<file path="src/rtl/core/sawct_ram.sv">
`default_nettype none

module sawct_ram #(
    parameter int WIDTH = 8,
    parameter int DEPTH = 16
) (
    input  wire logic                                 clk,
    input  wire logic                                 we,
    input  wire logic [(DEPTH > 1 ? $clog2(DEPTH) : 1)-1:0] waddr,
    input  wire logic [WIDTH-1:0]                     wdata,
    input  wire logic                                 re,
    input  wire logic [(DEPTH > 1 ? $clog2(DEPTH) : 1)-1:0] raddr,
    output logic      [WIDTH-1:0]                     rdata
);

    logic [WIDTH-1:0] mem [DEPTH];

    // single write port
    always_ff @(posedge clk)
    begin
        if (we)
        begin
            mem[waddr] <= wdata;
        end
    end

    // registered read, old data on a same-address write
    always_ff @(posedge clk)
    begin
        if (re)
        begin
            rdata <= mem[raddr];
        end
    end

endmodule

`default_nettype wire

</file>
<file path="config.mk">
export PLATFORM = sky130hd
export DESIGN_NAME = sawct_ram
export DESIGN_NICKNAME = d
export VERILOG_FILES = /design/src/rtl/core/sawct_ram.sv
export SDC_FILE = /design/constraint.sdc
export NUM_CORES = 1
export LEC_CHECK = 0
export ABC_CLOCK_PERIOD_IN_PS = 3100
export BUFFER_PORTS_ARGS = -buffer_cell sky130_fd_sc_hd__buf_2
export CAP_MARGIN = 10
export CORE_MARGIN = 2
export CORE_UTILIZATION = 45
export DETAILED_ROUTE_END_ITERATION = 10
export PLACE_DENSITY = 0.59
export SLEW_MARGIN = 20
export SYNTH_ARGS = -nofsm -noshare
export SYNTH_HDL_FRONTEND = slang
export SYNTH_SLANG_ARGS = --single-unit
</file>
<file path="constraint.sdc">
create_clock -name clk -period 3.1 [get_ports clk]
set_input_delay 0.62 -clock clk [delete_from_list [all_inputs] [get_ports clk]]
set_output_delay 0.62 -clock clk [all_outputs]
set_load 0.005 [all_outputs]
</file>
* After elaboration in Yosys (flattened, before gate mapping)
Memories as Yosys holds them, arrays and structs flattened. A register that Yosys moved wholly into a read port is not among the register bits.
Cells that the tools add are included.
W data, S select, Z words.
** Operators by class
- Muxes and demuxes :: 2
** Operators by type and width (count)
- $mux W1 :: 2
** Storage, ports and cells
- Register bits after elaboration :: 0
- RAM bits :: 128
- Output and inout bits :: 8
- Logic and storage cells :: 3
- Memories kept :: 1
** Memories
- mem :: depth 16, bits a word 8, read ports 1, clocked after Yosys merged registers in 1, wr ports 1, RTL line 16 : logic [WIDTH-1:0] mem [DEPTH];

* Logic depth before layout (Yosys ltp)
Gate-level depths: netlist of run 1.
- Depth in word-level cells :: 2
- Gate-level depth with buffers :: 5

* Worst setup path before layout of run 1
Ideal clock, no wire load.
- Path type :: input-to-reg
- Start :: input port waddr[2] (netlist bit)
- End :: memory mem[0][0], enable pin
- Setup slack :: 0.987 ns
- Arrival time :: 1.730 ns
- Data required time :: 2.717 ns
- Stages :: 2
- Library setup time :: 0.383 ns
- Cells stage by stage :: or3b_2 > nor3_1
** RTL lines
- start, declared :: RTL line 9 : input wire logic [(DEPTH > 1 ? $clog2(DEPTH) : 1)-1:0] waddr,
- end, declared :: RTL line 16
Straight into the memory's write port.

==> impl_metrics.toml, run 1 <==
[synthesis]
synth-seq-area-share_pct = 78.1
synth-seq-cells = 136
muxShareOfSynthArea_pct = 14.8
synth_cell_types = 18
synth_compound_area_share_pct = 2.30
synthCells = 229
netlist_area_sq_um = 5230
yosys_warnings = 0
avgSynthCellArea_sq_um = 22.8
synth_top_family_by_area = "multiplexers"
synth-xor-area-share_pct = 0
synth_fp_nets = 248
synthAdderAreaFrac_pct = 0
synth-simple-area-share_pct = 3.14

[timing]
worst_clock_skew_ns = 0.00493
fin_crit_ns = 2.04
slew_viol_final = 0
finalCritPeriodShare_pct = 65.9
slew_headroom_pct = 48.9
worstMarginPinSlew_ns = 0.763
finalHoldViolations = 0
tns_ns = 0
fin_hold_ws_ns = 0.607
rsz0062_at_grt = "false"
final-setup-viol-count = 0
fmax_mhz = 489

[final_layout]
final_common_cell = "edfxtp_1"
drive_gt1_share_pct = 29.0
n_antenna_cell = 0
num-nets-final = 300
final_cell_mix = "136 x edfxtp_1, 26 x buf_2, 18 x mux4_2, 17 x clkbuf_16, 16 x a22oi_1"
area_growth_pct = 17.5
fin_area_sq_um = 6140
fill_cells = 861

[setup_path]
worst-path-max-fanout = 22
r2r_end = "rdata[3]"
cp_top_family = "multiplexers"
r2r_start = "mem[2][3]"
critPathRequiredTime_ns = 3.24
crit_type = "in2reg"
critical_path_arrival_ns = 2.19
ff2ff_path_depth = 3
setup.worst_path.start_class = "input port"
crit_chain = "buf_2 -> buf_12 -> mux4_1 -> a22oi_1 -> nand2_1"
cpPeakStageDelay_ns = 0.60
critical_path_buf_inv_count = 2
slowest_stage = "mux4_1"
rrSetupSlack_ns = 1.57
worst_setup_path_end_kind = "flop"

[worst_hold_path]
hold_start = "wdata[7]"
worst_hold_path.num_cells = 1
min_path_type = "in2reg"
hold-path-endpoint = "mem[6][7]"

[floorplan]
ioPinCount = 27
die_x_microns = 112
initial_core_util_pct = 46.0
rows = 39
fp.dieH_microns = 112
dieArea_sq_um = 12500
core-area_sq_um = 11400

[cts]
cts_tree = "built"
cts_max_level = 4
cts_setup_buffers = 0
cts-root-buf = "clkbuf_16"
cts_buffer_depth = 2
ctsHoldBuffers = 0
cts_sinks = 136
path_clk_slew_ns = 0.05
cts-buffers-inserted = 17
ctsResizeCount = 0
clkLatencyLatePin_ns = 0.40

[placed_design]
dp_hpwl_mm = 6.64
dpl_cell_area_sq_um = 5600
port_buffers = 26
gp_congestion = 0.742

[global_routing]
overflow = 0
grt_pass1_vias = 2576
grt_util_all_layers_pct = 17.5
grt_pass1_wl_mm = 15.5
grt_max_degree = 23
antenna_found_initial = 0

[routing]
first_pass_iters = 5
drc = 0
vias = 2412
drtIter0Drc = 153
via_per_inst = 5.53
drt-wirelength-per-cell_microns = 23.4
ant_nets = 0
wl_mm = 10.2

[pwr]
power_density_nw_per_um2 = 667
ir_drop_mv = 0.371
p_leak_nw = 2.07

[status]
outcome = "finished, final reports clean"

[job]
max-cap-violations = 0
==> state kept, by name, indices dropped and copies added (netlist names) <==
| name | cells |
|---|---|
| mem | 128 |
| rdata | 8 |
==> per-layer routing <==
layer  up-vias  wire (microns)  track usage [%]
met5         -               0                0
met4         0             120             5.68
met3        11             378             4.63
met2        61            5020             27.6
met1      1257            4670             24.3
li1       1083               -                -
==> logic make-up (layout without fill, tap and decap cells) <==
family                 Yosys count  count (layout)
AO/OA/AOI/OAI                   16              16
buffers and inverters           10              74
flip-flops                     136             136
multiplexers                    32              32
AND/OR/NAND/NOR                 35              35
==> stage by stage <==
step	worst slack [ns]	total power [W]	instances	util (%)
floorplan	0.987	0.00222	229	-
global placement	0.619	0.00231	405	49.3
detailed placement	0.625	0.00231	405	49.3
CTS	1.05	0.00413	436	54.0
global route	0.973	0.00422	436	54.0
finish	1.06	0.00410	436	54.0
==> power breakdown <==
part | leakage (nW) | total, W | internal (W) | switching (W)
registers | 1.24 | 0.00208 | 0.00207 | 0.0000113
clock network | 0.258 | 0.00182 | 0.00115 | 0.000674
logic | 0.573 | 0.000187 | 0.0000795 | 0.000108
total | 2.07 | 0.00410 | 0.00330 | 0.000793
==> worst register-to-register path: stages, from the launching register on <==
cell and delay (ns):
edfxtp_1 0.37, mux4_1 0.49, a22oi_1 0.32, nand2_1 0.10
==> Yosys cell counts <==
library cell | instances | share of area (%)
mux4_2 | 18 | 7.8
buf_6 | 3 | 0.65
and2b_1 | 1 | 0.14
nor2_1 | 13 | 0.93
nor3_1 | 4 | 0.38
nand3b_1 | 2 | 0.29
edfxtp_1 | 136 | 78
buf_2 | 3 | 0.29
nand2_1 | 9 | 0.65
and2_1 | 1 | 0.12
or3b_2 | 1 | 0.17
clkdlybuf4s25_2 | 3 | 0.57
mux4_1 | 14 | 7.0
nand3_1 | 1 | 0.096
a22oi_1 | 16 | 2.3
nor2b_1 | 1 | 0.12
nand2b_1 | 2 | 0.24
buf_4 | 1 | 0.14
==> how the worst max path moves through the flow <==
| stage | start | endpoint | slack (ns) | depth (start not counted) |
|---|---|---|---|---|
| after floorplan | waddr[2] | mem[0][0] | 0.99 | 2 |
| after global placement | raddr[0] | rdata[3] | 0.62 | 5 |
| after detailed placement | raddr[0] | rdata[3] | 0.63 | 5 |
| after CTS | raddr[0] | rdata[3] | 1.05 | 5 |
| after global routing | raddr[0] | rdata[3] | 0.97 | 5 |
| final | raddr[0] | rdata[3] | 1.06 | 5 |
==> area by class of cell <==
cell class | count | area (sq um) | share of cell area, %
multi-input combinational | 83 | 1060 | 17.2
tap | 143 | 179 | 2.91
timing repair buffer | 43 | 283 | 4.60
clock buffer | 17 | 425 | 6.92
clock inverter | 14 | 115 | 1.87
sequential | 136 | 4080 | 66.5
Note: power is estimated with default switching activity, not from simulation.
==> run 2: changes to the inputs <==
ABC_CLOCK_PERIOD_IN_PS = 1800   (was 3100)
PLACE_DENSITY = 0.61   (was 0.59)
clock period = 1.8 ns   (was 3.1 ns; I/O delays follow)
==> run 2 against run 1 <==
Against the previous run:
- total power is 80% higher
- critical path type unchanged
- critical path depth is 1 higher
- global-route usage is 0.37 points higher
- count of clock-buffer cells in the layout is 2 higher
- sequential power is 73% higher
- clock skew is 0.0015 ns higher
- wire length is 0.62% lower
- non-clock buffer count is 6 higher
- worst hold slack worse by 0.27 ns
- final cell count is 1.6% higher
- design area is 2.1% higher
==> impl_metrics.toml, run 2 (synthesis gave the netlist of run 1 again) <==
[status]
outcome = "finished, final reports clean"

[floorplan]
initial_core_util_pct = 46.0
die_x_microns = 112
ioPinCount = 27
fp.dieH_microns = 112
core-area_sq_um = 11400
dieArea_sq_um = 12500
rows = 39

[global_routing]
grt_max_degree = 19
overflow = 0
antenna_found_initial = 0
grt_pass1_vias = 2531
grt_util_all_layers_pct = 17.9
grt_pass1_wl_mm = 15.8

[timing]
setup_slack_ns = 0.233
rsz0062_at_grt = "false"
worst_clock_skew_ns = 0.00642
fin_hold_ws_ns = 0.337
finalHoldViolations = 0
slew_headroom_pct = 46.8
final-setup-viol-count = 0
finalCritPeriodShare_pct = 87.0
fmax_mhz = 638
fin_crit_ns = 1.57
worstMarginPinSlew_ns = 0.795
slew_viol_final = 0

[worst_hold_path]
hold_start = "wdata[1]"
worst_hold_path.num_cells = 1
min_path_type = "in2reg"
hold-path-endpoint = "mem[12][1]"

[cts]
cts-buffers-inserted = 17
clkLatencyLatePin_ns = 0.40
cts_sinks = 136
cts_tree = "built"
ctsHoldBuffers = 0
cts_setup_buffers = 0
cts_buffer_depth = 2
cts_max_level = 4
path_clk_slew_ns = 0.06
ctsResizeCount = 0
cts-root-buf = "clkbuf_16"

[job]
max-cap-violations = 0

[routing]
first_pass_iters = 4
drc = 0
drt-wirelength-per-cell_microns = 22.9
vias = 2440
drtIter0Drc = 206
wl_mm = 10.1
via_per_inst = 5.51
ant_nets = 0

[final_layout]
largest_reg_flops = 128
area_growth_pct = 19.9
num-nets-final = 306
final_common_cell = "edfxtp_1"
final_cell_mix = "136 x edfxtp_1, 26 x buf_2, 19 x buf_4, 18 x mux4_2, 17 x clkbuf_16"
largest-register = "mem"
drive_gt1_share_pct = 31.3
fin_area_sq_um = 6270
reg_top3 = "mem (128), rdata (8)"
n_antenna_cell = 0
fill_cells = 862

[placed_design]
dpl_cell_area_sq_um = 5680
dp_hpwl_mm = 6.36
gp_congestion = 0.744
place_ws_ns = -0.212
port_buffers = 26

[setup_path]
worst-path-max-fanout = 12
slowest_stage = "mux4_2"
r2r_start = "mem[1][0]"
critical_path_arrival_ns = 1.71
setup.worst_path.start_class = "input port"
r2r_end = "rdata[0]"
worst_setup_path_end_kind = "flop"
crit_type = "in2reg"
crit_start = "raddr[0]"
crit_chain = "buf_2 -> buf_12 -> buf_4 -> mux4_2 -> a22oi_1 -> nand2_1"
rrSetupSlack_ns = 0.25
critPathRequiredTime_ns = 1.95
ff2ff_path_depth = 4
cpPeakStageDelay_ns = 0.48

[pwr]
p_int_w = 0.00600
p_leak_nw = 2.14
swShare_pct = 18.7
ir_drop_mv = 0.644
power_density_nw_per_um2 = 1180
totalPowerFinal_w = 0.00738
p_switching_w = 0.00138
pwr-share-clk_pct = 46.8
combPwrFrac_pct = 4.5
power_frac_seq_pct = 48.6
==> run 2: cell types whose count changed in the layout (fill, tap and decap cells not counted), sizes merged <==
cell / previous run / this run
clkbuf: 17 / 19
bufinv: 2 / 4
buf: 43 / 49
clkinvlp: 2 / 0
clkinv: 10 / 9
==> run 2: layout make-up <==
cell class	instances	area (sq um)	area share (%)
Tap cell	143	179	2.85
Multi-Input combinational cell	83	1060	16.9
Timing Repair Buffer	49	353	5.63
Sequential cell	136	4080	65.1
Clock inverter	13	159	2.53
Clock buffer	19	433	6.90
==> run 2: worst max path at each step <==
stage | to | slack (ns) | cells past startpoint
3_3_place_gp | rdata[4] | -0.22 | 5
5_1_grt | rdata[4] | 0.11 | 6
6_report | rdata[4] | 0.23 | 6
2_1_floorplan | rdata[1] | 0.16 | 5
3_5_place_dp | rdata[4] | -0.21 | 6
4_1_cts | rdata[4] | 0.23 | 6
==> run 2: power groups by stage <==
stage	logic [W]	registers, W	clock network [W]
6_report	0.000335	0.00359	0.00346
5_1_grt	0.000370	0.00359	0.00367
4_1_cts	0.000344	0.00359	0.00351
3_5_place_dp	0.000343	0.00365	0
3_3_place_gp	0.000338	0.00365	0
2_1_floorplan	0.000180	0.00365	0
==> run 2: critical path: cells and delay by family <==
kind                   cells  cell delay [ns]
AOI/OAI and AO/OA          1             0.25
buffers and inverters      3             0.53
muxes                      1             0.48
and+or+nand+nor            1             0.08
==> run 2: stage by stage <==
stage          util (%)  cells  TNS, ns
2_1_floorplan         -    229        0
3_3_place_gp       49.9    411    -1.04
3_5_place_dp       49.9    411    -1.10
4_1_cts            55.1    443        0
5_1_grt            55.1    443        0
6_report           55.1    443        0
==> run 2: routing by layer <==
layer  GRT usage, %  vias up  part of all wire [%]
met5              0        -                     0
met2           26.8       81                    50
li1               -     1097                     -
met1           25.8     1258                    43
met4           5.43        0                  0.71
met3           5.39        4                   7.2
==> run 3: changes to the inputs <==
==> constraint.sdc (replaced) <==
create_clock -name clk -period 1.8 [get_ports clk]
set_input_delay 0.27 -clock clk [delete_from_list [all_inputs] [get_ports clk]]
set_output_delay 0.27 -clock clk [all_outputs]
set_load 0.005 [all_outputs]
==> run 3 against run 2 <==
Against the previous run:
- utilization rose by 0.20 points
- final cell count rose by 2.3%
- total power fell by 1.7%
- maximum frequency rose by 3.7%
- non-clock buffer count rose by 10
- sequential power barely moved
- critical path depth fell by 3
- highest routed layer unchanged
==> impl_metrics.toml, run 3 (synthesis gave the netlist of run 1 again) <==
[pwr]
ir_drop_mv = 0.615
totalPowerFinal_w = 0.00725
p_leak_nw = 2.17
power_density_nw_per_um2 = 1150

[status]
outcome = "finished, final reports clean"

[timing]
slew_headroom_pct = 70.1
rsz0062_at_grt = "false"
slew_viol_final = 0
fin_crit_ns = 1.51
worstMarginPinSlew_ns = 0.449
finalHoldViolations = 0
fin_hold_ws_ns = 0.219
final-setup-viol-count = 0
fmax_mhz = 662
worst_clock_skew_ns = 0.00486
finalCritPeriodShare_pct = 83.9

[floorplan]
fp.dieH_microns = 112
die_x_microns = 112
core-area_sq_um = 11400
ioPinCount = 27
dieArea_sq_um = 12500
rows = 39
initial_core_util_pct = 46.0

[cts]
cts_max_level = 4
clkLatencyLatePin_ns = 0.41
cts-root-buf = "clkbuf_16"
cts-buffers-inserted = 17
ctsHoldBuffers = 0
ctsResizeCount = 0
cts_buffer_depth = 2
cts_tree = "built"
path_clk_slew_ns = 0.05
cts_sinks = 136
cts_setup_buffers = 0

[global_routing]
grt_util_all_layers_pct = 16.8
overflow = 0
antenna_found_initial = 0
grt_pass1_vias = 2513
grt_pass1_wl_mm = 14.7
grt_max_degree = 33

[routing]
drc = 0
vias = 2496
drt-wirelength-per-cell_microns = 21.4
drtIter0Drc = 229
first_pass_iters = 4
ant_nets = 0
via_per_inst = 5.51
wl_mm = 9.71

[setup_path]
crit_type = "reg2reg"
worst_setup_path_end_kind = "flop"
critical_path_buf_inv_count = 0
crit_chain = "mux4_1 -> a22oi_1 -> nand2_1"
cpPeakStageDelay_ns = 0.51
cp_top_family = "multiplexers"
setup.worst_path.start_class = "flop"
critPathRequiredTime_ns = 1.95
slowest_stage = "mux4_1"
worst-path-max-fanout = 1
rrSetupSlack_ns = 0.29
critical_path_arrival_ns = 1.67

[job]
max-cap-violations = 0

[final_layout]
largest_reg_flops = 128
final_cell_mix = "136 x edfxtp_1, 31 x buf_4, 26 x buf_2, 18 x mux4_2, 17 x clkbuf_16"
area_growth_pct = 20.4
n_antenna_cell = 0
final_common_cell = "edfxtp_1"
drive_gt1_share_pct = 33.2
fin_area_sq_um = 6290
num-nets-final = 316
fill_cells = 850
largest-register = "mem"
reg_top3 = "mem (128), rdata (8)"

[placed_design]
dpl_cell_area_sq_um = 5720
port_buffers = 26
dp_hpwl_mm = 6.38
gp_congestion = 0.749

[worst_hold_path]
min_path_type = "in2reg"
==> run 3: layout make-up <==
class	count	area, sq um	area share [%]
Clock buffer	20	437	6.94
Clock inverter	12	133	2.11
Multi-Input combinational cell	83	1060	16.8
Sequential cell	136	4080	64.9
Tap cell	143	179	2.84
Timing Repair Buffer	59	403	6.40
==> run 3: path summary, 6_finish.rpt <==
path,cells past startpoint,from,endpoint
worst max register to register,3,mem[4][3],rdata[3]
worst min-delay path,1,re,rdata[4]
worst max-delay path,3,mem[4][3],rdata[3]
worst min register to register,3,mem[12][3],rdata[3]
==> run 3: metal layers <==
metal	wire length (microns)	global-route usage, %	vias to the layer above
li1	-	-	1119
met1	4280	22.9	1291
met2	4860	25.0	73
met3	436	4.63	13
met4	135	8.56	0
met5	0	0	-
==> run 3: where the power goes <==
part           leakage, nW  internal, W  total (W)  switching (W)
Combinational        0.655     0.000153   0.000338       0.000185
Sequential            1.24      0.00357    0.00359      0.0000163
Clock                0.277      0.00214    0.00333        0.00118
==> run 3: per-stage QoR <==
stage	worst slack [ns]	instances	utilization [%]	setup TNS, ns
finish	0.289	453	55.3	0
global route	0.223	453	55.3	0
CTS	0.269	453	55.3	0
detailed placement	-0.0418	421	50.3	-0.142
global placement	-0.0661	421	50.3	-0.182
floorplan	0.0371	229	-	0
